`src/rtl/pal_pkg.sv`:
```
`default_nettype none

package pal_pkg;

    // Fixed port widths
    localparam int POS_W   = 5;
    localparam int VAL_W   = 32;
    localparam int LEN_W   = 5;
    localparam int LIMIT_W = 5;

    localparam logic [LIMIT_W-1:0] LIMIT_RESET = 5'd16;

    // Operation codes
    typedef enum logic [1:0] {
        ACT_INSERT = 2'd0,
        ACT_REMOVE = 2'd1,
        ACT_READ   = 2'd2
    } t_action;

    // Control broadcast to every cell of the chain
    typedef struct packed {
        logic             ins;
        logic             rem;
        logic [POS_W-1:0] pos;
    } t_cell_ctl;

endpackage

`default_nettype wire

```
`src/rtl/positional_array_list.sv`:
```
// A result strobes on o_strobe in the cycle after start is taken.
// Throughput: one transaction per cycle; every list shift is done by the
// cell chain at once, so busy is never raised.
// The receiver cannot stall; results must be taken as they appear.
// Reset (synchronous, active low) empties the list, sets the capacity
// limit to 16 and drops o_strobe; stored words are not cleared.
`default_nettype none

module positional_array_list
    import pal_pkg::*;
#(
    parameter int CAPACITY   = 16,
    parameter int WORD_WIDTH = 32
) (
    input  wire                i_clk,
    input  wire                i_rst_n,
    input  wire                start,
    output logic               busy,
    input  wire  [1:0]         i_action,
    input  wire  [POS_W-1:0]   i_position,
    input  wire  [VAL_W-1:0]   i_element_value,
    input  wire                i_cfg_we,
    input  wire  [LIMIT_W-1:0] i_cfg_wdata,
    output logic               o_strobe,
    output logic               o_done_res,
    output logic [VAL_W-1:0]   o_read_value,
    output logic [LEN_W-1:0]   o_list_length
);

    localparam int CW = $clog2(CAPACITY + 1);
    localparam int XW = (CW > POS_W) ? CW : POS_W;
    localparam int EW = (WORD_WIDTH > VAL_W) ? WORD_WIDTH : VAL_W;
    localparam logic [XW-1:0] CAP_X = XW'(CAPACITY);

    logic [LIMIT_W-1:0]    r_limit;
    logic [CW-1:0]         r_count;
    logic [CW-1:0]         n_count;
    logic                  r_strobe;
    logic                  r_done;
    logic                  n_done;
    logic [VAL_W-1:0]      r_rd;
    logic [VAL_W-1:0]      n_rd;
    logic [LEN_W-1:0]      r_len;

    t_cell_ctl             ctl;
    logic                  accept;
    logic [XW-1:0]         count_x;
    logic [XW-1:0]         pos_x;
    logic [XW-1:0]         limit_x;
    logic [XW-1:0]         n_count_x;
    logic [EW-1:0]         word_ext;
    logic [WORD_WIDTH-1:0] word;
    logic [WORD_WIDTH-1:0] rd_word;
    logic [EW-1:0]         rd_ext;
    logic [WORD_WIDTH-1:0] cell_data [CAPACITY];
    logic [WORD_WIDTH-1:0] cell_tap  [CAPACITY];

    assign busy     = 1'b0;
    assign accept   = start && !busy;
    assign count_x  = XW'(r_count);
    assign pos_x    = XW'(i_position);
    assign limit_x  = XW'(r_limit);
    assign word_ext = EW'(i_element_value);
    assign word     = word_ext[WORD_WIDTH-1:0];

    // Capacity limit register
    always_ff @(posedge i_clk) begin
        if (!i_rst_n) begin
            r_limit <= LIMIT_RESET;
        end else if (i_cfg_we) begin
            r_limit <= i_cfg_wdata;
        end
    end

    // OR bus over the cell taps; at most one cell drives
    always_comb begin
        rd_word = '0;
        for (int k = 0; k < CAPACITY; k++) begin
            rd_word = rd_word | cell_tap[k];
        end
    end
    assign rd_ext = EW'(rd_word);

    // Operation decode and length update
    always_comb begin
        ctl.ins = 1'b0;
        ctl.rem = 1'b0;
        ctl.pos = i_position;
        n_count = r_count;
        n_done  = 1'b0;
        n_rd    = '0;
        if (accept) begin
            case (i_action)
                ACT_INSERT: begin
                    if (count_x < limit_x && count_x < CAP_X && pos_x <= count_x) begin
                        ctl.ins = 1'b1;
                        n_count = r_count + CW'(1);
                        n_done  = 1'b1;
                    end
                end
                ACT_REMOVE: begin
                    if (pos_x < count_x) begin
                        ctl.rem = 1'b1;
                        n_count = r_count - CW'(1);
                        n_done  = 1'b1;
                    end
                end
                ACT_READ: begin
                    if (pos_x < count_x && pos_x < CAP_X) begin
                        n_rd   = rd_ext[VAL_W-1:0];
                        n_done = 1'b1;
                    end
                end
                default: begin
                end
            endcase
        end
    end
    assign n_count_x = XW'(n_count);

    // Control state
    always_ff @(posedge i_clk) begin
        if (!i_rst_n) begin
            r_count  <= '0;
            r_strobe <= 1'b0;
        end else begin
            r_count  <= n_count;
            r_strobe <= accept;
        end
    end

    // Result register
    always_ff @(posedge i_clk) begin
        if (accept) begin
            r_done <= n_done;
            r_rd   <= n_rd;
            r_len  <= n_count_x[LEN_W-1:0];
        end
    end

    // Cell chain
    for (genvar g = 0; g < CAPACITY; g++) begin : g_cell
        logic [WORD_WIDTH-1:0] left;
        logic [WORD_WIDTH-1:0] right;
        if (g == 0) begin : g_first
            assign left = '0;
        end else begin : g_mid_l
            assign left = cell_data[g-1];
        end
        if (g == CAPACITY - 1) begin : g_last
            assign right = '0;
        end else begin : g_mid_r
            assign right = cell_data[g+1];
        end
        pal_cell #(
            .WORD_WIDTH (WORD_WIDTH),
            .IDX        (g)
        ) u_cell (
            .i_clk   (i_clk),
            .i_ctl   (ctl),
            .i_word  (word),
            .i_left  (left),
            .i_right (right),
            .o_data  (cell_data[g]),
            .o_tap   (cell_tap[g])
        );
    end

    assign o_strobe      = r_strobe;
    assign o_done_res    = r_done;
    assign o_read_value  = r_rd;
    assign o_list_length = r_len;

endmodule

`default_nettype wire

```
`src/rtl/pal_cell.sv`:
```
`default_nettype none

module pal_cell
    import pal_pkg::*;
#(
    parameter int WORD_WIDTH = 32,
    parameter int IDX        = 0
) (
    input  wire                   i_clk,
    input  wire t_cell_ctl        i_ctl,
    input  wire  [WORD_WIDTH-1:0] i_word,
    input  wire  [WORD_WIDTH-1:0] i_left,
    input  wire  [WORD_WIDTH-1:0] i_right,
    output logic [WORD_WIDTH-1:0] o_data,
    output logic [WORD_WIDTH-1:0] o_tap
);

    logic [WORD_WIDTH-1:0] r_data;
    logic [WORD_WIDTH-1:0] n_data;
    logic                  above;
    logic                  here;

    assign above = int'(i_ctl.pos) < IDX;
    assign here  = int'(i_ctl.pos) == IDX;

    // Insert: cells above the slot take from the left, the slot takes the word.
    // Remove: the slot and cells above take from the right.
    always_comb begin
        n_data = r_data;
        if (i_ctl.ins) begin
            if (above) begin
                n_data = i_left;
            end else if (here) begin
                n_data = i_word;
            end
        end else if (i_ctl.rem) begin
            if (above || here) begin
                n_data = i_right;
            end
        end
    end

    always_ff @(posedge i_clk) begin
        r_data <= n_data;
    end

    assign o_data = r_data;
    // Read tap: only the addressed cell drives its word onto the OR bus
    assign o_tap  = here ? r_data : '0;

endmodule

`default_nettype wire

```
`config.mk`:
```
export PLATFORM = sky130hd
export DESIGN_NAME = positional_array_list
export DESIGN_NICKNAME = d
export VERILOG_FILES = /design/src/rtl/pal_pkg.sv /design/src/rtl/positional_array_list.sv /design/src/rtl/pal_cell.sv
export SDC_FILE = /design/constraint.sdc
export NUM_CORES = 1
export LEC_CHECK = 0
export ABC_AREA = 1
export BUFFER_PORTS_ARGS = -buffer_cell sky130_fd_sc_hd__buf_4
export CORE_UTILIZATION = 45
export CTS_BUF_LIST = sky130_fd_sc_hd__clkbuf_4
export DETAILED_ROUTE_END_ITERATION = 8
export GPL_TIMING_DRIVEN = 0
export PLACE_DENSITY = 0.72
export SETUP_SLACK_MARGIN = 0.3
export SLEW_MARGIN = 5
export SYNTH_ARGS = -nofsm -noshare
export SYNTH_HDL_FRONTEND = slang
export SYNTH_HIERARCHICAL = 1
export SYNTH_SLANG_ARGS = --single-unit
```
`constraint.sdc`:
```
create_clock -name i_clk -period 10.2 [get_ports i_clk]
set_input_delay 0 -clock i_clk [delete_from_list [all_inputs] [get_ports i_clk]]
set_output_delay 0 -clock i_clk [all_outputs]
set_load 0.1 [all_outputs]
```
==> metrics.json, run 1 <==
{
  "setup_crit_start_kind": {"value": "flop"},
  "maxClockFrequency": {"value": 228, "unit": "MHz"},
  "drt_first_iter_violations": {"value": 4360},
  "yosysSeqAreaShare": {"value": 0.421},
  "timing.hold.worst.start": {"value": "i_element_value[10]"},
  "crit_required": {"value": 11.17, "unit": "ns"},
  "fp-row-count": {"value": 108},
  "hpwl": {"value": 100000, "unit": "um"},
  "reg2reg_to": {"value": "count_x[3]"},
  "final_hold_viol_count": {"value": 0},
  "synth_area": {"value": 39800, "unit": "sq um"},
  "initial_antenna_violation_count": {"value": 3},
  "max-slew-margin-rel": {"value": 0.189},
  "yosys.area.top_type": {"value": "sky130_fd_sc_hd__edfxtp_1"},
  "min_path_cells": {"value": 6},
  "reg2reg_depth": {"value": 18},
  "dpl_cell_area": {"value": 42400, "unit": "sq um"},
  "fp.dieW": {"value": 299, "unit": "um"},
  "stdcell_area": {"value": 45700, "unit": "sq um"},
  "gp_routability_congestion": {"value": 0.922},
  "pwr_density_cell": {"value": 122, "unit": "nW/um^2"},
  "whs_endpoint": {"value": "g_cell[6].u_cell/o_data[10]"},
  "die_h": {"value": 299, "unit": "um"},
  "wl_per_cell": {"value": 17.6, "unit": "um"},
  "drive_above_1_share": {"value": 0.121},
  "critical_path.endpoint_type": {"value": "flop"},
  "maxCapViolCount": {"value": 0},
  "firstDrtPassIters": {"value": 6},
  "r2r_start": {"value": "count_x[3]"},
  "cts_root_buf": {"value": "sky130_fd_sc_hd__clkbuf_4"},
  "number_of_placed_i_o_pins": {"value": 88},
  "tritoncts_clock_tree": {"value": "yes"},
  "grt_max_degree": {"value": 46},
  "syn_avg_cell_area": {"value": 6.87, "unit": "sq um"},
  "finalNetCount": {"value": 6270},
  "worstSkewPairLatency": {"value": 1.07, "unit": "ns"},
  "design.core.area": {"value": 87200, "unit": "sq um"},
  "grtUsageTotal": {"value": 0.293},
  "status": {"value": "completed"},
  "rsz0062_at_grt": {"value": "no"},
  "ir_worst_vdd": {"value": 97.2, "unit": "uV"},
  "worst_ep_arrival_time": {"value": 5.36, "unit": "ns"},
  "yosysUniqueCellTypes": {"value": 44},
  "ant_nets": {"value": 0},
  "cts_htree_levels": {"value": 4},
  "fin_crit_sh": {"value": 0.431},
  "p_leak": {"value": 24.8, "unit": "nW"},
  "global_route.overflow_total": {"value": 0},
  "worstSetupPathType": {"value": "reg -> reg"},
  "cts.reportedPaths.clkPinSlew": {"value": 0.07, "unit": "ns"},
  "route.final.wire_length": {"value": 132000, "unit": "um"},
  "clock-skew-final": {"value": 0.0983, "unit": "ns"},
  "viasPerCell": {"value": 4.93},
  "dr_total_vias": {"value": 36900},
  "total_instance_count_after_detailed_placement": {"value": 7074},
  "synthTopCellsByArea": {"value": "sky130_fd_sc_hd__edfxtp_1 42%, sky130_fd_sc_hd__inv_1 15%, sky130_fd_sc_hd__nand2_1 14%"},
  "die_area": {"value": 89500, "unit": "sq um"},
  "ys_warn_count": {"value": 6},
  "hold_buffers": {"value": 128},
  "layout_min_cycle_time": {"value": 4.39, "unit": "ns"},
  "timing.final.setup_violations": {"value": 0},
  "synth.top_cell.area_share": {"value": 0.415},
  "port_buffers": {"value": 86},
  "critical_path.max_fanout": {"value": 7},
  "max_slew.worst_pin.slew": {"value": 1.21, "unit": "ns"},
  "setup_tns": {"value": 0, "unit": "ns"},
  "stdcell_count": {"value": 7488},
  "postSynthCellCount": {"value": 5789},
  "grt_first_pass_wirelength": {"value": 200000, "unit": "um"},
  "post_cts_resize_count": {"value": 0},
  "remaining_drc_errors": {"value": 0},
  "worst_hold_slack": {"value": 0.101, "unit": "ns"},
  "area_delta_synth_final": {"value": 15.0, "unit": "%"},
  "cts_post_setup_buffers_inserted": {"value": 0},
  "clockBufferDepth": {"value": 3},
  "r2r_setup_slack": {"value": 5.81, "unit": "ns"},
  "cts_inserted_buffers": {"value": 162},
  "via_count_of_the_first_global_routing_pass": {"value": 35300},
  "slew_violations": {"value": 0},
  "cts.sinks": {"value": 561},
  "hold_path_class": {"value": "in -> reg"},
  "floorplan.initialDensity": {"value": 0.456},
  "yosys_register_bits": {"value": 561}
}
-- through the flow --
stage	power [mW]	util	setup WS, ns
after floorplan	3.13	-	5.02
after global placement	3.34	0.482	2.57
after detailed placement	3.37	0.486	5.54
after CTS	5.61	0.524	5.46
after global routing	5.81	0.524	5.52
final	5.57	0.524	5.81
-- worst max-delay path by stage --
| stage | endpoint | from | cells past startpoint |
|---|---|---|---|
| floorplan | g_cell[11].u_cell/o_data[0] | count_x[3] | 13 |
| global placement | g_cell[11].u_cell/o_data[17] | count_x[3] | 13 |
| detailed placement | g_cell[3].u_cell/o_data[18] | count_x[3] | 12 |
| CTS | g_cell[3].u_cell/o_data[4] | count_x[3] | 12 |
| global route | count_x[3] | count_x[3] | 17 |
| finish | count_x[3] | count_x[3] | 18 |
-- cells in the mapped netlist, drive strengths merged --
| master | count |
|---|---|
| dfxtp | 11 |
| inv | 1596 |
| nor4 | 128 |
| nand3 | 865 |
| clkbuf | 57 |
| o21a | 2 |
| clkinv | 1 |
| o21ai | 72 |
| o211ai | 3 |
| edfxtp | 550 |
| o221a | 1 |
| nor2 | 559 |
| o211a | 3 |
| nand4 | 102 |
| a211oi | 1 |
| a21oi | 17 |
| a41oi | 32 |
| nand2 | 1518 |
| nand3b | 2 |
| xnor2 | 1 |
| xor2 | 3 |
| buf | 251 |
| ha | 11 |
| conb | 1 |
| or2 | 2 |
-- layout make-up --
| type | count | area, sq um |
|---|---|---|
| well taps | 1155 | 1450 |
| flip-flops and latches | 561 | 16700 |
| diodes | 2 | 5.00 |
| clock buffers | 240 | 1800 |
| plain buffers | 308 | 1850 |
| fillers | 8490 | 41500 |
| inverters | 1597 | 6000 |
| clock inverters | 44 | 249 |
| repair buffers | 226 | 2220 |
| multi-input cells | 3355 | 15400 |
-- power by group --
group | total [mW] | leakage, nW | switching, mW | internal (mW)
clock | 2.18 | 1.21 | 1.06 | 1.12
sequential | 2.60 | 5.10 | 0.0267 | 2.57
combinational | 0.795 | 18.5 | 0.551 | 0.244
-- worst max-delay path: stages, from the launching register on --
cell	delay [ns]
sky130_fd_sc_hd__dfxtp_1	0.34
sky130_fd_sc_hd__clkbuf_1	0.27
sky130_fd_sc_hd__inv_1	0.13
sky130_fd_sc_hd__ha_1	0.29
sky130_fd_sc_hd__nand2_1	0.09
sky130_fd_sc_hd__nor2_1	0.06
sky130_fd_sc_hd__nand2_1	0.07
sky130_fd_sc_hd__nand3_2	0.14
sky130_fd_sc_hd__nand2_2	0.19
sky130_fd_sc_hd__nand2_4	0.08
sky130_fd_sc_hd__nand2_1	0.06
sky130_fd_sc_hd__nand3_1	0.05
sky130_fd_sc_hd__dlygate4sd3_1	0.57
sky130_fd_sc_hd__nand2_1	0.06
sky130_fd_sc_hd__dlygate4sd3_1	0.54
sky130_fd_sc_hd__nand2_1	0.04
sky130_fd_sc_hd__dlygate4sd3_1	0.60
sky130_fd_sc_hd__a21oi_1	0.17
sky130_fd_sc_hd__dlygate4sd3_1	0.58
-- kinds of logic after synthesis --
group                      Yosys count  share of synthesized area
and+or+nand+nor                   3176                      0.356
xor gates and xnor gates             4                   0.000881
adders and majority gates           11                    0.00346
DFF                                561                      0.421
buffers and inverters             1905                      0.197
AOI/OAI and AO/OA                  131                     0.0213
other                                1                  0.0000943
-- cells in the final DEF, fill, tap and decap left out, types with 5 or more instances in the layout --
master / count
sky130_fd_sc_hd__clkinvlp_4: 5
sky130_fd_sc_hd__nor4_1: 128
sky130_fd_sc_hd__buf_16: 9
sky130_fd_sc_hd__clkbuf_4: 240
sky130_fd_sc_hd__o21ai_1: 30
sky130_fd_sc_hd__nand3_1: 846
sky130_fd_sc_hd__nand3_2: 16
sky130_fd_sc_hd__dfxtp_1: 11
sky130_fd_sc_hd__buf_2: 152
sky130_fd_sc_hd__o21ai_0: 40
sky130_fd_sc_hd__nor2_2: 84
sky130_fd_sc_hd__nand2_1: 1489
sky130_fd_sc_hd__inv_1: 1583
sky130_fd_sc_hd__conb_1: 33
sky130_fd_sc_hd__ha_1: 11
sky130_fd_sc_hd__clkinv_1: 28
sky130_fd_sc_hd__nand2_4: 8
sky130_fd_sc_hd__buf_4: 107
sky130_fd_sc_hd__inv_2: 17
sky130_fd_sc_hd__nor2_4: 13
sky130_fd_sc_hd__buf_1: 22
sky130_fd_sc_hd__a21oi_4: 7
sky130_fd_sc_hd__buf_6: 56
sky130_fd_sc_hd__a41oi_1: 32
sky130_fd_sc_hd__nand2_2: 21
sky130_fd_sc_hd__edfxtp_1: 550
sky130_fd_sc_hd__a21oi_1: 10
sky130_fd_sc_hd__clkbuf_1: 56
sky130_fd_sc_hd__nand4_1: 101
sky130_fd_sc_hd__dlygate4sd3_1: 128
sky130_fd_sc_hd__nor2_1: 460
-- registers in the layout, summed over array words and instances (netlist names) --
name                  cells
limit_x                   5
count_x                   5
g_cell.u_cell/o_data    512
o_read_value             32
o_list_length             5
o_strobe                  1
o_done_res                1
-- metal layers --
layer	vias to the layer above	track usage	share of wire
li1	18600	-	-
met1	16300	0.399	0.41
met5	-	0	0
met4	0	0.112	0.035
met3	268	0.0537	0.11
met2	1754	0.462	0.44
Power figures use the tool's default switching activity.
==> run 2, diff against run 1 <==
- ABC_AREA: 1 -> 0
- clock period: 10.2 -> 4.2 ns (I/O delays scaled with it)
==> run 2 against run 1 <==
Combinational power increased by 120%. Utilization increased by 1.4 points. Maximum frequency grew 16%. Cell area is 8.5% lower. Count of clock-buffer cells in the layout fell by 8. Sequential power rose by 140%. Via count fell by 12%. Register-to-register slack worse by 5.4 ns. Die area is 11% lower. Non-clock buffer count increased by 60. Critical path type unchanged. Largest cell class is now multi-input gates. Highest routed layer is now met5.
==> metrics.json, run 2 <==
{
  "synth-edff-count": {"value": 550},
  "timing.final.setup_violations": {"value": 0},
  "synth_area": {"value": 35500, "unit": "sq um"},
  "yosysUniqueCellTypes": {"value": 91},
  "fin_crit_sh": {"value": 0.904},
  "reg2reg_to": {"value": "g_cell[4].u_cell/o_data[6]"},
  "critical_path.endpoint_type": {"value": "flop"},
  "final_hold_viol_count": {"value": 0},
  "final_common_cell": {"value": "sky130_fd_sc_hd__edfxtp_1"},
  "yosys_register_bits": {"value": 561},
  "slew_violations": {"value": 0},
  "whs_endpoint": {"value": "o_list_length[2]"},
  "firstDrtPassIters": {"value": 6},
  "grtUsageTotal": {"value": 0.311},
  "dr_total_vias": {"value": 32500},
  "max-slew-margin-rel": {"value": 0.190},
  "largest_reg_flops": {"value": 512},
  "grt_max_degree": {"value": 59},
  "floorplan.initialDensity": {"value": 0.456},
  "crit_required": {"value": 4.90, "unit": "ns"},
  "synth.top_cell.area_share": {"value": 0.466},
  "max_slew.worst_pin.slew": {"value": 1.22, "unit": "ns"},
  "syn_avg_cell_area": {"value": 9.68, "unit": "sq um"},
  "p_total": {"value": 13.4, "unit": "mW"},
  "area_delta_synth_final": {"value": 17.9, "unit": "%"},
  "cts_inserted_buffers": {"value": 161},
  "worstSetupPathType": {"value": "reg -> reg"},
  "grt_first_pass_wirelength": {"value": 187000, "unit": "um"},
  "tritoncts_clock_tree": {"value": "yes"},
  "design.core.area": {"value": 77700, "unit": "sq um"},
  "die_area": {"value": 79900, "unit": "sq um"},
  "setup_ws": {"value": 0.404, "unit": "ns"},
  "async_reset_ff_frac": {"value": 0},
  "num-fill-cells": {"value": 7099},
  "layout_min_cycle_time": {"value": 3.80, "unit": "ns"},
  "timing.hold.worst.start": {"value": "start"},
  "fp-row-count": {"value": 102},
  "fp.dieW": {"value": 283, "unit": "um"},
  "ys_warn_count": {"value": 6},
  "number_of_placed_i_o_pins": {"value": 88},
  "total_instance_count_after_detailed_placement": {"value": 4836},
  "yosys.area.top_type": {"value": "sky130_fd_sc_hd__edfxtp_1"},
  "rsz0062_at_grt": {"value": "no"},
  "route.final.wire_length": {"value": 126000, "unit": "um"},
  "setup_tns": {"value": 0, "unit": "ns"},
  "post-synth-top-count-cell": {"value": "sky130_fd_sc_hd__edfxtp_1"},
  "multi_input_comb_area": {"value": 16900, "unit": "sq um"},
  "finalNetCount": {"value": 4191},
  "gp_routability_congestion": {"value": 0.933},
  "r2r_setup_slack": {"value": 0.40, "unit": "ns"},
  "r2r_start": {"value": "count_x[2]"},
  "maxClockFrequency": {"value": 263, "unit": "MHz"},
  "cts_root_buf": {"value": "sky130_fd_sc_hd__clkbuf_4"},
  "cts.reportedPaths.clkPinSlew": {"value": 0.08, "unit": "ns"},
  "die_h": {"value": 283, "unit": "um"},
  "hpwl": {"value": 89200, "unit": "um"},
  "port_buffers": {"value": 84},
  "min_path_cells": {"value": 2},
  "post-place-ws": {"value": -0.919, "unit": "ns"},
  "post-route-util": {"value": 0.538},
  "cts_htree_levels": {"value": 4},
  "cts.sinks": {"value": 561},
  "initial_antenna_violation_count": {"value": 3},
  "commonest_non_fill_non_tap_cells_in_the_layout": {"value": "550 x sky130_fd_sc_hd__edfxtp_1, 410 x sky130_fd_sc_hd__nor2_1, 397 x sky130_fd_sc_hd__nand2_1"},
  "postSynthCellCount": {"value": 3663},
  "worstSkewPairLatency": {"value": 1.06, "unit": "ns"},
  "pwr_density_cell": {"value": 319, "unit": "nW/um^2"},
  "status": {"value": "completed"},
  "ant_nets": {"value": 0},
  "area.sequential": {"value": 16700, "unit": "sq um"},
  "stdcell_count": {"value": 5296},
  "synth_common_cells": {"value": "550 x sky130_fd_sc_hd__edfxtp_1, 414 x sky130_fd_sc_hd__nor2_1, 397 x sky130_fd_sc_hd__nand2_1"},
  "critical_path.max_fanout": {"value": 13},
  "synth_top_flop_cell": {"value": "sky130_fd_sc_hd__edfxtp_1"},
  "ir_worst_vdd": {"value": 219, "unit": "uV"},
  "clockBufferDepth": {"value": 3},
  "remaining_drc_errors": {"value": 0},
  "global_route.overflow_total": {"value": 0},
  "hold_path_class": {"value": "in -> reg"},
  "p_leak": {"value": 15.1, "unit": "nW"},
  "reg2reg_depth": {"value": 15},
  "wl_per_cell": {"value": 23.8, "unit": "um"},
  "drt_first_iter_violations": {"value": 3803},
  "maxCapViolCount": {"value": 0},
  "synthTopCellsByArea": {"value": "sky130_fd_sc_hd__edfxtp_1 47%, sky130_fd_sc_hd__and2_1 6.2%, sky130_fd_sc_hd__a31oi_1 5.7%"},
  "viasPerCell": {"value": 6.14},
  "via_count_of_the_first_global_routing_pass": {"value": 30900},
  "setup_crit_start_kind": {"value": "flop"},
  "yosysSeqAreaShare": {"value": 0.472},
  "drive_above_1_share": {"value": 0.186},
  "worst_ep_arrival_time": {"value": 4.50, "unit": "ns"},
  "clock-skew-final": {"value": 0.0640, "unit": "ns"}
}
## run 2: cells by family (layout without fill, tap and decap cells)
| group | count (synthesis) | after routing | synth area share |
|---|---|---|---|
| buffers and inverters | 435 | 989 | 0.0641 |
| other | 1 | 36 | 0.000106 |
| DFF | 561 | 561 | 0.472 |
| adders and majority gates | 11 | 11 | 0.00388 |
| muxes | 101 | 101 | 0.0296 |
| xor gates and xnor gates | 1 | 1 | 0.000247 |
| AOI/OAI and AO/OA | 747 | 749 | 0.146 |
| and+or+nand+nor | 1806 | 1808 | 0.284 |
## run 2: layout make-up
cell class                      count  area share
Clock inverter                     52     0.00691
Inverter                          111      0.0101
Tap cell                         1040      0.0311
Sequential cell                   561       0.401
Antenna cell                        3    0.000180
Timing Repair Buffer              270      0.0606
Multi-Input combinational cell   2703       0.404
Clock buffer                      232      0.0417
Buffer                            324      0.0449
## run 2: power breakdown
group          switching [mW]  internal [mW]  total (mW)
combinational            1.19          0.578        1.77
sequential             0.0633           6.22        6.28
clock                    2.59           2.72        5.31
total                    3.85           9.51        13.4
## run 2: worst max-delay path, cell delays in order (launching register included)
cell and delay [ns]:
sky130_fd_sc_hd__dfxtp_4 0.41, sky130_fd_sc_hd__inv_4 0.06, sky130_fd_sc_hd__ha_4 0.21, sky130_fd_sc_hd__a211oi_2 0.27, sky130_fd_sc_hd__o221ai_2 0.21, sky130_fd_sc_hd__a21o_2 0.33, sky130_fd_sc_hd__nor4_4 0.14, sky130_fd_sc_hd__buf_4 0.19
sky130_fd_sc_hd__buf_6 0.16, sky130_fd_sc_hd__buf_6 0.16, sky130_fd_sc_hd__clkbuf_4 0.21, sky130_fd_sc_hd__clkbuf_8 0.20, sky130_fd_sc_hd__nor2_4 0.05, sky130_fd_sc_hd__a2111oi_4 0.41, sky130_fd_sc_hd__buf_8 0.21, sky130_fd_sc_hd__buf_6 0.19
## run 2: routing by layer
layer	vias up	global-route usage	part of all wire
met3	359	0.0513	0.089
met5	-	0	0.000063
met1	15700	0.406	0.40
met2	1912	0.486	0.45
li1	14600	-	-
met4	2	0.190	0.060
## run 2: per-stage QoR
step / instance area [sq um] / hold slack [ns]
after global placement: 37800 / 0.212
after CTS: 41600 / 0.00190
final: 41800 / 0.0691
after global routing: 41800 / 0.0483
after detailed placement: 38000 / 0.219
after floorplan: 35800 / 0.0986
## run 2: timing repair
item,CTS,global route
cloned,4,1
hold buffers,131,0
pin swaps,9,6
setup endpoints to repair,542,266
buffers inserted,16,21
resized for setup,5,9
hold endpoints to repair,635,0
## run 2: how the worst max path moves through the flow
stage	startpoint	end	slack, ns	cells past startpoint
after detailed placement	i_position[2]	g_cell[1].u_cell/o_data[8]	-0.92	11
final	count_x[2]	g_cell[4].u_cell/o_data[6]	0.40	15
after global routing	count_x[1]	g_cell[2].u_cell/o_data[8]	0.30	10
after global placement	i_position[2]	g_cell[4].u_cell/o_data[8]	-2.67	10
after CTS	count_x[2]	g_cell[9].u_cell/o_data[19]	0.32	11
after floorplan	count_x[2]	g_cell[4].u_cell/o_data[0]	-0.07	10
